`src/rtl/datetime_compare_with_timezone_defines.svh`:
```
// ---------------------------------------------------------------------------
// Date-time comparator assertion macros
// Shared concurrent assertion forms for the date-time comparator.
// ---------------------------------------------------------------------------
`ifndef DATETIME_COMPARE_WITH_TIMEZONE_DEFINES_SVH
`define DATETIME_COMPARE_WITH_TIMEZONE_DEFINES_SVH

// A property that must hold at every clock edge outside reset.
`define DTZ_ASSERT_HOLDS(lbl, clk, rst_n, prop, msg) \
	lbl: assert property (@(posedge clk) disable iff (!rst_n) (prop)) \
		else $error(msg);

// An implication checked at every clock edge outside reset.
`define DTZ_ASSERT_IMPLY(lbl, clk, rst_n, ante, cons, msg) \
	lbl: assert property (@(posedge clk) disable iff (!rst_n) (ante) |-> (cons)) \
		else $error(msg);

`endif

```
`src/rtl/dtz_pkg.sv`:
```
// ---------------------------------------------------------------------------
// Date-time comparator package
// Types, codes and small calendar helpers shared by the comparator modules.
// ---------------------------------------------------------------------------
package dtz_pkg;

	// Comparison modes.
	localparam logic [1:0] MODE_FULL = 2'd0;
	localparam logic [1:0] MODE_DATE = 2'd1;
	localparam logic [1:0] MODE_TIME = 2'd2;
	localparam logic [1:0] MODE_NONE = 2'd3;

	// Order codes on the result port.
	localparam logic signed [1:0] ORD_EQ = 2'sb00;
	localparam logic signed [1:0] ORD_GT = 2'sb01;
	localparam logic signed [1:0] ORD_LT = 2'sb11;

	// Reciprocal constants for the constant divisions.
	// 1310 / 2^15 under-estimates 1/25 by less than one over the 14-bit year range.
	localparam logic [10:0] Y25_RECIP = 11'd1310;
	// 1092 / 2^16 under-estimates 1/60 by less than one over the 12-bit range.
	localparam logic [10:0] M60_RECIP = 11'd1092;
	// Bias that makes the minute sum non-negative: eighteen hours of minutes.
	localparam logic [12:0] MIN_BIAS  = 13'd1080;

	// One unpacked date-time. The year is a 16-bit two's complement value.
	typedef struct packed {
		logic [15:0] year;
		logic [3:0]  mon;
		logic [4:0]  day;
		logic [4:0]  hour;
		logic [5:0]  min;
		logic [25:0] usec;
	} stamp_t;

	// Length of a month; a month outside 1..12 counts 31 days.
	function automatic logic [4:0] month_days(input logic [3:0] mon, input logic leap);
		logic [4:0] len;
		unique case (mon)
			4'd2:                      len = leap ? 5'd29 : 5'd28;
			4'd4, 4'd6, 4'd9, 4'd11:   len = 5'd30;
			default:                   len = 5'd31;
		endcase
		return len;
	endfunction

	// Gregorian leap test from the low four bits of a year and its remainder by 25.
	function automatic logic leap_low(input logic [3:0] low4, input logic [4:0] rem25);
		return (low4[1:0] == 2'd0) && ((rem25 != 5'd0) || (low4 == 4'd0));
	endfunction

endpackage

```
`src/rtl/datetime_compare_with_timezone.sv`:
```
// ---------------------------------------------------------------------------
// Date-time comparator with time-zone normalisation
// Orders two packed date-times, optionally bringing zoned operands to UTC.
// ---------------------------------------------------------------------------
// Path: a taken request runs through the normaliser stages and the final
//   comparison stage; order and done are both driven from registers of
//   that last stage.
// Throughput: one request per cycle; the six-stage pipeline never stalls,
//   so busy stays low and results need no acknowledgement.
// Reset: arst_n clears the valid pipeline and done at once; data registers
//   keep whatever they hold and are never seen while done is low.
// ---------------------------------------------------------------------------
`include "datetime_compare_with_timezone_defines.svh"

module datetime_compare_with_timezone (
	input  logic               clk,
	input  logic               arst_n,
	input  logic               start,
	output logic               busy,
	input  logic [1:0]         mode,
	input  logic [22:0]        date_a,
	input  logic [36:0]        time_a,
	input  logic               zone_present_a,
	input  logic signed [10:0] zone_offset_a,
	input  logic [22:0]        date_b,
	input  logic [36:0]        time_b,
	input  logic               zone_present_b,
	input  logic signed [10:0] zone_offset_b,
	output logic               done,
	output logic signed [1:0]  order
);

	// The pipeline takes a request in every cycle, so it never holds one off.
	assign busy = 1'b0;

	logic accept;
	assign accept = start && !busy;

	// Each operand is shifted only in full mode and only when it carries a zone.
	// In every other case the normaliser hands the raw fields through, which is
	// exactly what the date-only and time-only comparisons need.
	logic zone_on_a;
	logic zone_on_b;
	assign zone_on_a = zone_present_a && (mode == dtz_pkg::MODE_FULL);
	assign zone_on_b = zone_present_b && (mode == dtz_pkg::MODE_FULL);

	dtz_pkg::stamp_t stamp_a_s5;
	dtz_pkg::stamp_t stamp_b_s5;

	dtz_utc u_utc_a (
		.clk         (clk),
		.zone_on     (zone_on_a),
		.date        (date_a),
		.tm          (time_a),
		.zone_offset (zone_offset_a),
		.stamp_s5    (stamp_a_s5)
	);

	dtz_utc u_utc_b (
		.clk         (clk),
		.zone_on     (zone_on_b),
		.date        (date_b),
		.tm          (time_b),
		.zone_offset (zone_offset_b),
		.stamp_s5    (stamp_b_s5)
	);

	// The mode travels alongside the operands so that the final stage knows
	// which part of the key to compare.
	logic [1:0] mode_s1;
	logic [1:0] mode_s2;
	logic [1:0] mode_s3;
	logic [1:0] mode_s4;
	logic [1:0] mode_s5;

	always_ff @(posedge clk) begin
		mode_s1 <= mode;
		mode_s2 <= mode_s1;
		mode_s3 <= mode_s2;
		mode_s4 <= mode_s3;
		mode_s5 <= mode_s4;
	end

	// Valid bits, one per stage, cleared by reset.
	logic v_s1;
	logic v_s2;
	logic v_s3;
	logic v_s4;
	logic v_s5;
	logic v_s6;

	always_ff @(posedge clk or negedge arst_n) begin
		if (!arst_n) begin
			v_s1 <= 1'b0;
			v_s2 <= 1'b0;
			v_s3 <= 1'b0;
			v_s4 <= 1'b0;
			v_s5 <= 1'b0;
			v_s6 <= 1'b0;
		end else begin
			v_s1 <= accept;
			v_s2 <= v_s1;
			v_s3 <= v_s2;
			v_s4 <= v_s3;
			v_s5 <= v_s4;
			v_s6 <= v_s5;
		end
	end

	// Stage 6: the comparison. The date key puts the year first with its sign
	// bit inverted, so that an unsigned compare orders the year -1 below year 0
	// and year 16384 above every raw year. Month and day follow. The time key is
	// hour, minute and microseconds; since seconds are held as whole
	// microseconds, equality within half a microsecond is exact equality here.
	logic [24:0] dkey_a_c;
	logic [24:0] dkey_b_c;
	logic [36:0] tkey_a_c;
	logic [36:0] tkey_b_c;
	logic signed [1:0] order_c;
	logic signed [1:0] order_s6;

	always_comb begin
		dkey_a_c = {~stamp_a_s5.year[15], stamp_a_s5.year[14:0],
			stamp_a_s5.mon, stamp_a_s5.day};
		dkey_b_c = {~stamp_b_s5.year[15], stamp_b_s5.year[14:0],
			stamp_b_s5.mon, stamp_b_s5.day};
		tkey_a_c = {stamp_a_s5.hour, stamp_a_s5.min, stamp_a_s5.usec};
		tkey_b_c = {stamp_b_s5.hour, stamp_b_s5.min, stamp_b_s5.usec};
		unique case (mode_s5)
			dtz_pkg::MODE_FULL: begin
				if ({dkey_a_c, tkey_a_c} > {dkey_b_c, tkey_b_c}) begin
					order_c = dtz_pkg::ORD_GT;
				end else if ({dkey_a_c, tkey_a_c} < {dkey_b_c, tkey_b_c}) begin
					order_c = dtz_pkg::ORD_LT;
				end else begin
					order_c = dtz_pkg::ORD_EQ;
				end
			end
			dtz_pkg::MODE_DATE: begin
				if (dkey_a_c > dkey_b_c) begin
					order_c = dtz_pkg::ORD_GT;
				end else if (dkey_a_c < dkey_b_c) begin
					order_c = dtz_pkg::ORD_LT;
				end else begin
					order_c = dtz_pkg::ORD_EQ;
				end
			end
			dtz_pkg::MODE_TIME: begin
				if (tkey_a_c > tkey_b_c) begin
					order_c = dtz_pkg::ORD_GT;
				end else if (tkey_a_c < tkey_b_c) begin
					order_c = dtz_pkg::ORD_LT;
				end else begin
					order_c = dtz_pkg::ORD_EQ;
				end
			end
			dtz_pkg::MODE_NONE: begin
				// The unused mode makes no comparison.
				order_c = dtz_pkg::ORD_EQ;
			end
		endcase
	end

	always_ff @(posedge clk) begin
		order_s6 <= order_c;
	end

	assign done  = v_s6;
	assign order = order_s6;

	// Conditions on the request and the result that the checks below refer to.
	logic none_in;
	logic date_eq_in;
	logic order_eq;
	assign none_in    = (mode == dtz_pkg::MODE_NONE);
	assign date_eq_in = (mode == dtz_pkg::MODE_DATE) && (date_a == date_b);
	assign order_eq   = (order == dtz_pkg::ORD_EQ);

	// Every accepted request comes out at the end of the pipeline.
	`DTZ_ASSERT_IMPLY(a_latency, clk, arst_n, accept, ##6 done, "request lost in the pipeline")

	// Nothing comes out that was not accepted at the pipeline's input.
	`DTZ_ASSERT_IMPLY(a_no_phantom, clk, arst_n, done, $past(accept, 6), "result without a request")

	// The order code never takes the value that means nothing.
	`DTZ_ASSERT_IMPLY(a_order_code, clk, arst_n, done, order != 2'sb10, "bad order code")

	// The unused mode always reports equality.
	`DTZ_ASSERT_IMPLY(a_mode_none, clk, arst_n, done && $past(none_in, 6), order_eq, "unused mode")

	// Identical dates in date-only mode compare equal whatever the zones say.
	`DTZ_ASSERT_IMPLY(a_date_equal, clk, arst_n, done && $past(date_eq_in, 6), order_eq, "dates differ")

endmodule

```
`src/rtl/dtz_utc.sv`:
```
// ---------------------------------------------------------------------------
// Date-time zone normaliser
// Five-stage pipeline that brings one zoned operand to UTC or passes it raw.
// ---------------------------------------------------------------------------
module dtz_utc (
	input  logic                 clk,
	input  logic                 zone_on,
	input  logic [22:0]          date,
	input  logic [36:0]          tm,
	input  logic signed [10:0]   zone_offset,
	output dtz_pkg::stamp_t      stamp_s5
);

	// Stage 1: unpack, biased minute sum, year quotient estimate by 25.
	dtz_pkg::stamp_t raw_c;
	logic [12:0]     u_c;
	logic [24:0]     prod25_c;

	dtz_pkg::stamp_t raw_s1;
	logic            on_s1;
	logic [11:0]     u_s1;
	logic [9:0]      q25_s1;

	always_comb begin
		raw_c.year = {2'b00, date[22:9]};
		raw_c.mon  = date[8:5];
		raw_c.day  = date[4:0];
		raw_c.hour = tm[36:32];
		raw_c.min  = tm[31:26];
		raw_c.usec = tm[25:0];
		u_c = {7'd0, tm[31:26]} + dtz_pkg::MIN_BIAS
			- {{2{zone_offset[10]}}, zone_offset};
		prod25_c = {11'd0, date[22:9]} * 25'(dtz_pkg::Y25_RECIP);
	end

	always_ff @(posedge clk) begin
		raw_s1 <= raw_c;
		on_s1  <= zone_on;
		u_s1   <= u_c[11:0];
		q25_s1 <= prod25_c[24:15];
	end

	// Stage 2: minute quotient estimate by 60, raw remainder of the year by 25.
	logic [22:0] prod60_c;
	logic [13:0] q25x_c;
	logic [13:0] r25w_c;

	dtz_pkg::stamp_t raw_s2;
	logic            on_s2;
	logic [11:0]     u_s2;
	logic [6:0]      qm_s2;
	logic [5:0]      r25_s2;

	always_comb begin
		prod60_c = {11'd0, u_s1} * 23'(dtz_pkg::M60_RECIP);
		q25x_c   = 14'(q25_s1) * 14'd25;
		r25w_c   = raw_s1.year[13:0] - q25x_c;
	end

	always_ff @(posedge clk) begin
		raw_s2 <= raw_s1;
		on_s2  <= on_s1;
		u_s2   <= u_s1;
		qm_s2  <= prod60_c[22:16];
		r25_s2 <= r25w_c[5:0];
	end

	// Stage 3: correct both quotients, leap flags for the year and its neighbours.
	logic [11:0] qm60_c;
	logic [11:0] rmw_c;
	logic [6:0]  rm_c;
	logic        ge60_c;
	logic [5:0]  min_c;
	logic [5:0]  cp_c;
	logic [4:0]  r25c_c;
	logic [4:0]  rdn_c;
	logic [4:0]  rup_c;
	logic [3:0]  ylo_c;

	dtz_pkg::stamp_t raw_s3;
	logic            on_s3;
	logic [5:0]      min_s3;
	logic [5:0]      cp_s3;
	logic            lp_dn_s3;
	logic            lp_0_s3;
	logic            lp_up_s3;

	always_comb begin
		qm60_c = 12'(qm_s2) * 12'd60;
		rmw_c  = u_s2 - qm60_c;
		rm_c   = rmw_c[6:0];
		ge60_c = (rm_c >= 7'd60);
		min_c  = ge60_c ? 6'(rm_c - 7'd60) : rm_c[5:0];
		cp_c   = 6'(qm_s2) + {5'd0, ge60_c};
		r25c_c = (r25_s2 >= 6'd25) ? 5'(r25_s2 - 6'd25) : r25_s2[4:0];
		rdn_c  = (r25c_c == 5'd0)  ? 5'd24 : r25c_c - 5'd1;
		rup_c  = (r25c_c == 5'd24) ? 5'd0  : r25c_c + 5'd1;
		ylo_c  = raw_s2.year[3:0];
	end

	always_ff @(posedge clk) begin
		raw_s3   <= raw_s2;
		on_s3    <= on_s2;
		min_s3   <= min_c;
		cp_s3    <= cp_c;
		lp_dn_s3 <= dtz_pkg::leap_low(ylo_c - 4'd1, rdn_c);
		lp_0_s3  <= dtz_pkg::leap_low(ylo_c, r25c_c);
		lp_up_s3 <= dtz_pkg::leap_low(ylo_c + 4'd1, rup_c);
	end

	// Stage 4: hour carry with floor by 24, shifted day.
	logic [6:0]        hp_c;
	logic [1:0]        dq_c;
	logic [6:0]        h24_c;
	logic [4:0]        hour_c;
	logic signed [6:0] d_c;

	dtz_pkg::stamp_t   raw_s4;
	logic              on_s4;
	logic [5:0]        min_s4;
	logic [4:0]        hour_s4;
	logic signed [6:0] d_s4;
	logic              lp_dn_s4;
	logic              lp_0_s4;
	logic              lp_up_s4;

	always_comb begin
		// The carry from the minutes is cp - 18; adding 24 keeps the sum positive.
		hp_c = 7'(raw_s3.hour) + 7'(cp_s3) + 7'd6;
		priority if (hp_c >= 7'd72) dq_c = 2'd3;
		else if (hp_c >= 7'd48)     dq_c = 2'd2;
		else if (hp_c >= 7'd24)     dq_c = 2'd1;
		else                        dq_c = 2'd0;
		h24_c  = 7'(dq_c) * 7'd24;
		hour_c = 5'(hp_c - h24_c);
		d_c    = $signed({2'b00, raw_s3.day}) + $signed({5'd0, dq_c}) - 7'sd1;
	end

	always_ff @(posedge clk) begin
		raw_s4   <= raw_s3;
		on_s4    <= on_s3;
		min_s4   <= min_s3;
		hour_s4  <= hour_c;
		d_s4     <= d_c;
		lp_dn_s4 <= lp_dn_s3;
		lp_0_s4  <= lp_0_s3;
		lp_up_s4 <= lp_up_s3;
	end

	// Stage 5: one month roll in either direction, then select raw or UTC.
	logic [13:0]       y_c;
	logic [3:0]        m_c;
	logic [4:0]        dim_cur_c;
	logic              borrow_c;
	logic              fwd_c;
	logic              dec_c;
	logic              inc_c;
	logic [3:0]        pm_c;
	logic [15:0]       py_c;
	logic              py_leap_c;
	logic [4:0]        dim_prev_c;
	logic signed [6:0] dsum_c;
	logic signed [6:0] dsub_c;
	dtz_pkg::stamp_t   utc_c;

	always_comb begin
		y_c       = raw_s4.year[13:0];
		m_c       = raw_s4.mon;
		dim_cur_c = dtz_pkg::month_days(m_c, lp_0_s4);
		borrow_c  = (d_s4 < 7'sd1);
		fwd_c     = !borrow_c && (d_s4 > $signed({2'b00, dim_cur_c}));

		// Previous month and the year it lies in.
		dec_c = (m_c < 4'd2);
		inc_c = (m_c >= 4'd14);
		if (dec_c) begin
			pm_c = m_c + 4'd11;
		end else if (inc_c) begin
			pm_c = m_c - 4'd13;
		end else begin
			pm_c = m_c - 4'd1;
		end
		py_c = {2'b00, y_c} + (dec_c ? 16'hFFFF : (inc_c ? 16'd1 : 16'd0));
		// A borrow into year zero, or below it, is measured as a common year.
		py_leap_c = (dec_c ? lp_dn_s4 : (inc_c ? lp_up_s4 : lp_0_s4))
			&& (py_c != 16'd0) && (py_c != 16'hFFFF);
		dim_prev_c = dtz_pkg::month_days(pm_c, py_leap_c);

		dsum_c = d_s4 + $signed({2'b00, dim_prev_c});
		dsub_c = d_s4 - $signed({2'b00, dim_cur_c});

		utc_c.hour = hour_s4;
		utc_c.min  = min_s4;
		utc_c.usec = raw_s4.usec;
		if (borrow_c) begin
			utc_c.year = py_c;
			utc_c.mon  = pm_c;
			utc_c.day  = dsum_c[4:0];
		end else if (fwd_c) begin
			utc_c.year = {2'b00, y_c} + 16'(m_c >= 4'd12);
			utc_c.mon  = (m_c >= 4'd12) ? m_c - 4'd11 : m_c + 4'd1;
			utc_c.day  = dsub_c[4:0];
		end else begin
			utc_c.year = {2'b00, y_c};
			utc_c.mon  = m_c;
			utc_c.day  = d_s4[4:0];
		end
	end

	always_ff @(posedge clk) begin
		stamp_s5 <= on_s4 ? utc_c : raw_s4;
	end

endmodule
```
`config.mk`:
```
export PLATFORM = sky130hd
export DESIGN_NAME = datetime_compare_with_timezone
export DESIGN_NICKNAME = d
export VERILOG_FILES = /design/src/rtl/dtz_pkg.sv /design/src/rtl/datetime_compare_with_timezone.sv /design/src/rtl/dtz_utc.sv
export VERILOG_INCLUDE_DIRS = /design/src /design/src/rtl
export SDC_FILE = /design/constraint.sdc
export NUM_CORES = 1
export LEC_CHECK = 0
export ABC_CLOCK_PERIOD_IN_PS = 7300
export BUFFER_PORTS_ARGS = -buffer_cell sky130_fd_sc_hd__buf_2
export CORE_UTILIZATION = 37
export DETAILED_ROUTE_END_ITERATION = 12
export HOLD_SLACK_MARGIN = 0.02
export SETUP_SLACK_MARGIN = 0.4
export SYNTH_ARGS = -nofsm -noshare
export SYNTH_HDL_FRONTEND = slang
export SYNTH_SLANG_ARGS = --single-unit
```
`constraint.sdc`:
```
create_clock -name clk -period 7.3 [get_ports clk]
set_clock_uncertainty 0.1 [all_clocks]
set_input_delay 0.73 -clock clk [delete_from_list [all_inputs] [get_ports clk]]
set_output_delay 0.73 -clock clk [all_outputs]
set_load 0.02 [all_outputs]
```
Word-level counts from Yosys, hierarchy flattened
Cells that the tools add are included.
W data, S select, Z words.
{"block": "word_totals", "wordCells": 328, "reg_bits": 786, "inputBits": 149, "output_inout_bits": 4}
{"block": "classes", "n_lt_le_gt_ge": 26, "muxes": 49, "bitwise": 2, "eq_ne": 27, "n_addsub": 50, "mul": 10, "reduce_logical": 50}
{"cell": "$mux W60", "count": 2}
{"cell": "$mux W25", "count": 4}
{"cell": "$gt A62 B62 Y1", "count": 1}
{"cell": "$lt A62 B62 Y1", "count": 1}
{"cell": "$mul A14 B10 Y24 const B", "count": 2}
{"cell": "$mul A12 B9 Y21 const B", "count": 2}
{"cell": "$pmux W5 S2", "count": 4}
{"cell": "$gt A37 B37 Y1", "count": 1}
{"cell": "$lt A37 B37 Y1", "count": 1}
{"cell": "$add A14 B16 Y16", "count": 2}
{"cell": "$eq A4 B3 Y1 const B", "count": 8}
{"cell": "$eq A4 B4 Y1 const B", "count": 8}
{"cell": "$mux W16", "count": 2}
{"cell": "$ne A16 B16 Y1 const B", "count": 2}
{"cell": "$reduce_bool A16 Y1", "count": 2}
{"cell": "$add A14 B1 Y15", "count": 2}
{"cell": "$mux W5", "count": 6}
{"cell": "$reduce_bool A5 Y1", "count": 6}
{"cell": "$ge A7 B6 Y1 const B", "count": 4}
{"cell": "$gt A25 B25 Y1", "count": 1}
{"cell": "$lt A25 B25 Y1", "count": 1}
{"cell": "$add A6 B11 Y12 const B", "count": 2}
{"cell": "$logic_not A4 Y1", "count": 6}
{"cell": "$mux W4", "count": 6}
{"cell": "other kinds (43)", "count": 138}

Longest topological paths before layout
{"block": "logic_depth", "word_depth": 12, "mapped_depth": 23, "ltp_nobuf": 19}

Modules after synthesis
Synthesis repeated with hierarchy kept, for this count alone.
{"block": "unflattened", "hier_cells": 2780, "area_unflattened_um2": 31375.1}
{"module": "dtz_utc (u_utc_a)", "area_per_inst_um2": 14571.5, "cells_per_inst": 1253, "n_inst": 1, "seq_area_each_um2": 7587.3}
{"module": "dtz_utc (u_utc_b)", "area_per_inst_um2": 14562.7, "cells_per_inst": 1238, "n_inst": 1, "seq_area_each_um2": 7587.3}
{"module": "datetime_compare_with_timezone", "area_per_inst_um2": 2240.9, "cells_per_inst": 289, "n_inst": 1, "seq_area_each_um2": 390.4}

Worst setup path before layout
OpenSTA, ideal clock, no wires.
{"block": "synth_timing", "path_kind": "reg2reg", "start": "register u_utc_a.raw_s4 (netlist bit u_utc_a.m_c[1])", "end": "register u_utc_a.stamp_s5[41] (netlist bit)", "arrival_ps": 5075, "stages_incl_launch_ff": 23, "slack_ps": 2004, "required_time_ps": 7079, "period_less_slack_ps": 5296, "setup_time_ps": 121, "path_buffers": 5, "cell_sequence": "dfxtp_1 buf_6 or3_4 buf_6 buf_2 buf_1 nand2_1 ha_1 fa_1 clkbuf_1 nand3_1 o211ai_1 a211oi_2 mux2i_1 xnor2_1 or4_4 o41ai_2 a41oi_1 ha_1 fa_1 o41ai_1 xor2_1 mux2_2"}
{"block": "synth_via", "elab_chain_len": 12, "elab_cells_between_ends": 38, "classes_between": "add/sub (6); order compare (3); eq/ne (11); mux (12); reduce/logical (6)"}
{"element": "start, declared", "line_no": "dtz_utc.sv:118", "source": "dtz_pkg::stamp_t raw_s4;"}
{"element": "start signal, assigned", "line_no": "dtz_utc.sv:140", "source": "raw_s4 <= raw_s3;"}
{"element": "$ge A4 B4 Y1", "line_no": "dtz_utc.sv:175", "source": "inc_c = (m_c >= 4'd14);"}
{"element": "$mux W1", "line_no": "dtz_utc.sv:183", "source": "py_c = {2'b00, y_c} + (dec_c ? 16'hFFFF : (inc_c ? 16'd1 : 16'd0));"}
{"element": "$mux W16", "line_no": "dtz_utc.sv:183"}
{"element": "$add A14 B16 Y16", "line_no": "dtz_utc.sv:183"}
{"element": "$reduce_bool A16 Y1", "line_no": "dtz_utc.sv:186", "source": "&& (py_c != 16'd0) && (py_c != 16'hFFFF);"}
{"element": "$logic_and A1 B1 Y1 (2 in series)", "line_no": "dtz_utc.sv:186"}
{"element": "$mux W1", "line_no": "dtz_pkg.sv:40", "source": "4'd2: len = leap ? 5'd29 : 5'd28;"}
{"element": "$pmux W5 S2", "line_no": "dtz_pkg.sv:39", "source": "unique case (mon)"}
{"element": "$add A5 B5 Y5", "line_no": "dtz_utc.sv:189", "source": "dsum_c = d_s4 + $signed({2'b00, dim_prev_c});"}
{"element": "$mux W25 *", "line_no": "dtz_utc.sv:195", "source": "if (borrow_c) begin"}
{"element": "$mux W60 *", "line_no": "dtz_utc.sv:211", "source": "stamp_s5 <= on_s4 ? utc_c : raw_s4;"}
{"element": "end signal, assigned", "line_no": "dtz_utc.sv:211"}
{"element": "end, declared", "line_no": "dtz_utc.sv:11", "source": "output dtz_pkg::stamp_t stamp_s5"}
Every way passes the cells marked *; elsewhere a longest branch is shown, timed or not.
A chain may end at the register's enable or synchronous reset.

Final worst setup path
{"block": "layout_timing", "start": "register u_utc_a.raw_s4 (netlist bit u_utc_a.m_c[2])", "end": "register u_utc_a.stamp_s5[41] (netlist bit)"}
The elaborated chain is that of the path after synthesis.

==> metrics.txt <==
total cell area at the placement stage 33400 sq um; antenna diode count 0; Largest stage delay, worst path 760 ps; average instance area after synthesis 11.2 sq um; shortest period the worst path allows 6020 ps; flip-flop and latch count after synthesis 776; cells resized by post-CTS repair 0; ordered cell list for the critical path or3_4, clkinv_1, fa_1, nand3_1, o211ai_1, a211oi_2, xnor2_1, xor2_1, or4_4, o41ai_2, a41oi_1, ha_1, fa_1, o41ai_1, xor2_1, mux2_2; post-route fraction of the period consumed by the critical path 0.825; Num Clock Sinks 776; yosys warns 0; post-route cell area 36200 sq um; wire length of the first global-routing pass 92.8 mm; power density relative to cell area 428 nW/um^2; total area of multi-input combinational cells 14300 sq um; post-route worst hold slack 98.0 ps; run status complete, no violations; row count 106; drt pass-1 iters 5; largest family of logic cells by synthesized area adder cells; post-synthesis cell area 31400 sq um; CTS tree done; top post-synthesis cells by area sky130_fd_sc_hd__dfxtp_1 49%, sky130_fd_sc_hd__ha_1 17%, sky130_fd_sc_hd__fa_1 6.8%; count of cell types in the netlist 75; maximum vdd ir drop 0.345 mV; synthesized net count 3479; RSZ-0062 raised after global routing false; EDFF count, synth 0; detail-routed via count per cell 4.55; top library cells by usage in the layout, fill and taps aside 769 x sky130_fd_sc_hd__dfxtp_1, 425 x sky130_fd_sc_hd__ha_1, 345 x sky130_fd_sc_hd__inv_1, 151 x sky130_fd_sc_hd__buf_2, 136 x sky130_fd_sc_hd__a21oi_1; number of hold buffers added after CTS 1; fraction of the yosys area taken by sequential cells 0.496; count of cells along the worst register-to-register path 16; fraction of registers with async set/reset 0.00773; Clock Root Buffer sky130_fd_sc_hd__clkbuf_16; area leader, netlist sky130_fd_sc_hd__dfxtp_1; slew of the pin with the lowest slew margin 983 ps; most common cell after layout, fill and taps aside sky130_fd_sc_hd__dfxtp_1; fmax 166 MHz; via count of the first global-routing pass 18800; Synth-to-Final Area Change 15.3%; ys flop type sky130_fd_sc_hd__dfxtp_1; weighted congestion reported at the end of routability-driven placement 0.878; Starting DRT DRC Count 801; ratio of cells with drive above 1 in the final layout 0.111; area of the core region 83800 sq um; gate count after technology mapping 2799; number of H-tree branching levels 3; setup tns final 0 ps; total die area 86000 sq um; Yosys top cell area share 0.491; Sequential cell area 15600 sq um; Total GRT Usage 0.133; Critical Path Source Type flip-flop; vias after detailed routing 19000; fraction of synthesized cell area in xor and xnor cells 0.0472; final hold violation count 0; worst path arrival time 6440 ps; slowest library cell on the worst path sky130_fd_sc_hd__fa_1; slew margin rel. 0.345; CP Class flip-flop to flip-flop; DRC 0; Pleak 0.0168 uW; largest fanout on the critical path 22; global-route congestion overflow total 0; count of fill cells added during filler insertion 8023; antenna violations before repair 6; simple-gate area share of the yosys netlist 0.0723; number of nets in the final layout 3665; Worst Hold Path Cells 1; maximum number of pins on one net before global-route repair 48; worst min-delay path class input port to flip-flop; clock latency reported for the late side of the worst-skew pair 630 ps; effective utilization at floorplan 0.374; Die X-Extent 293 microns; Vert. Die Dim 293 microns; boundary pin count 153; # port buffers 151; CP required 7720 ps; Max Buffers Root-to-Sink 3; per-cell routed wire length 13.5 microns; detailed placer's ending HPWL 42.7 mm; adder and majority gate portion of the synthesized area 0.237; Final Routed Wirelength 56.3 mm; Setup violations, final 0; buffers inserted by post-CTS timing repair 0; mux contribution to synthesized area 0.0154; number of max-slew violations in the final report 0; Max-Cap Viols 0; clock transition at the registers of the reported paths 60 ps; residual antenna-violating net count after detailed routing 0; complex-gate fraction of the synthesized area 0.0837; CTS Buf Count 81; CP endpoint kind flip-flop
cells by family after synthesis:
group / Yosys count
multiplexers: 44
other: 1
flip-flops: 776
XOR/XNOR: 169
AND/OR/NAND/NOR: 461
adder cells (fa/ha/maj): 531
AO/OA/AOI/OAI: 419
buffers and inverters: 398
final timing paths:
path                                    start              endpoint  slack, ps
min in group asynchronous              arst_n                  v_s2        360
hold / removal                      time_a[2]     u_utc_a.raw_s1[2]        100
hold reg to reg            u_utc_b.raw_s1[18]    u_utc_b.raw_s2[18]        210
setup reg to reg               u_utc_a.m_c[2]  u_utc_a.stamp_s5[41]       1280
max in group asynchronous              arst_n                  v_s3       6600
setup / recovery               u_utc_a.m_c[2]  u_utc_a.stamp_s5[41]       1280
cell usage after synthesis (5+ instances only):
cell type / count
sky130_fd_sc_hd__nor3_1: 46
sky130_fd_sc_hd__o211ai_1: 13
sky130_fd_sc_hd__fa_1: 106
sky130_fd_sc_hd__ha_1: 425
sky130_fd_sc_hd__o22ai_1: 18
sky130_fd_sc_hd__xnor2_1: 124
sky130_fd_sc_hd__and2_1: 9
sky130_fd_sc_hd__nor3b_1: 8
sky130_fd_sc_hd__dfrtp_1: 6
sky130_fd_sc_hd__mux2_2: 34
sky130_fd_sc_hd__o21ai_0: 92
sky130_fd_sc_hd__nand4_1: 27
sky130_fd_sc_hd__mux2i_1: 10
sky130_fd_sc_hd__nor2b_1: 19
sky130_fd_sc_hd__a31o_2: 5
sky130_fd_sc_hd__nand2_1: 108
sky130_fd_sc_hd__nor4_1: 16
sky130_fd_sc_hd__o221ai_1: 5
sky130_fd_sc_hd__a21o_1: 41
sky130_fd_sc_hd__clkbuf_1: 40
sky130_fd_sc_hd__nand4b_1: 5
sky130_fd_sc_hd__buf_2: 6
sky130_fd_sc_hd__dfxtp_1: 770
sky130_fd_sc_hd__and3_1: 22
sky130_fd_sc_hd__o21a_1: 13
sky130_fd_sc_hd__o21bai_1: 11
sky130_fd_sc_hd__nand3_1: 55
sky130_fd_sc_hd__a211oi_1: 14
sky130_fd_sc_hd__xor2_1: 45
sky130_fd_sc_hd__o41ai_1: 6
sky130_fd_sc_hd__nor2_1: 113
sky130_fd_sc_hd__and4_1: 5
sky130_fd_sc_hd__a31oi_1: 14
sky130_fd_sc_hd__inv_1: 345
sky130_fd_sc_hd__a21oi_1: 136
sky130_fd_sc_hd__or3_1: 11
stage by stage:
step,total power [uW],util,std cells,setup slack [ps]
after floorplan,10100,-,2799,2000
after global placement,11300,0.398,4035,1450
after detailed placement,11400,0.398,4035,1370
after CTS,15800,0.432,4183,1360
after global routing,16900,0.432,4183,935
final,15500,0.432,4183,1280
worst max-delay path, delay by kind of cell (launching register included):
kind / cells / cell delay [ps]
DFF: 1 / 580
buffers and inverters: 1 / 550
muxes: 1 / 270
and+or+nand+nor: 3 / 1080
AOI/OAI and AO/OA: 5 / 1440
adders and majority gates: 3 / 1430
xor gates and xnor gates: 3 / 450
state kept, by name, summed over array words and instances, names as in the netlist, 12 cells and up:
signal / count
u_utc_a.raw_s1: 60
u_utc_a.raw_s2: 60
u_utc_a.raw_s3: 60
u_utc_a.raw_s4: 56
u_utc_a.stamp_s5: 62
u_utc_a.u_s1: 12
u_utc_b.raw_s1: 60
u_utc_b.raw_s2: 60
u_utc_b.raw_s3: 60
u_utc_b.raw_s4: 56
u_utc_b.stamp_s5: 62
u_utc_b.u_s1: 12
layer usage:
| layer | share of wire | track usage | up-vias |
|---|---|---|---|
| li1 | - | - | 9803 |
| met1 | 0.49 | 0.178 | 8804 |
| met2 | 0.45 | 0.216 | 308 |
| met3 | 0.043 | 0.0251 | 93 |
| met4 | 0.022 | 0.0440 | 4 |
| met5 | 0.00060 | 0 | - |
final cells by class:
type / count / share of cell area
inverter: 346 / 0.0359
sequential: 776 / 0.430
multi-input combinational: 1625 / 0.395
clock buffer: 104 / 0.0612
tap: 1134 / 0.0392
timing repair buffer: 155 / 0.0218
clock inverter: 43 / 0.0167
power by group:
part	leakage, uW	internal [uW]	switching (uW)	total, uW
registers	0.00656	4880	323	5210
logic	0.00891	2820	3270	6090
clock network	0.00134	2500	1700	4210
total	0.0168	10200	5300	15500
No activity file was read; power rests on OpenSTA's default activity.
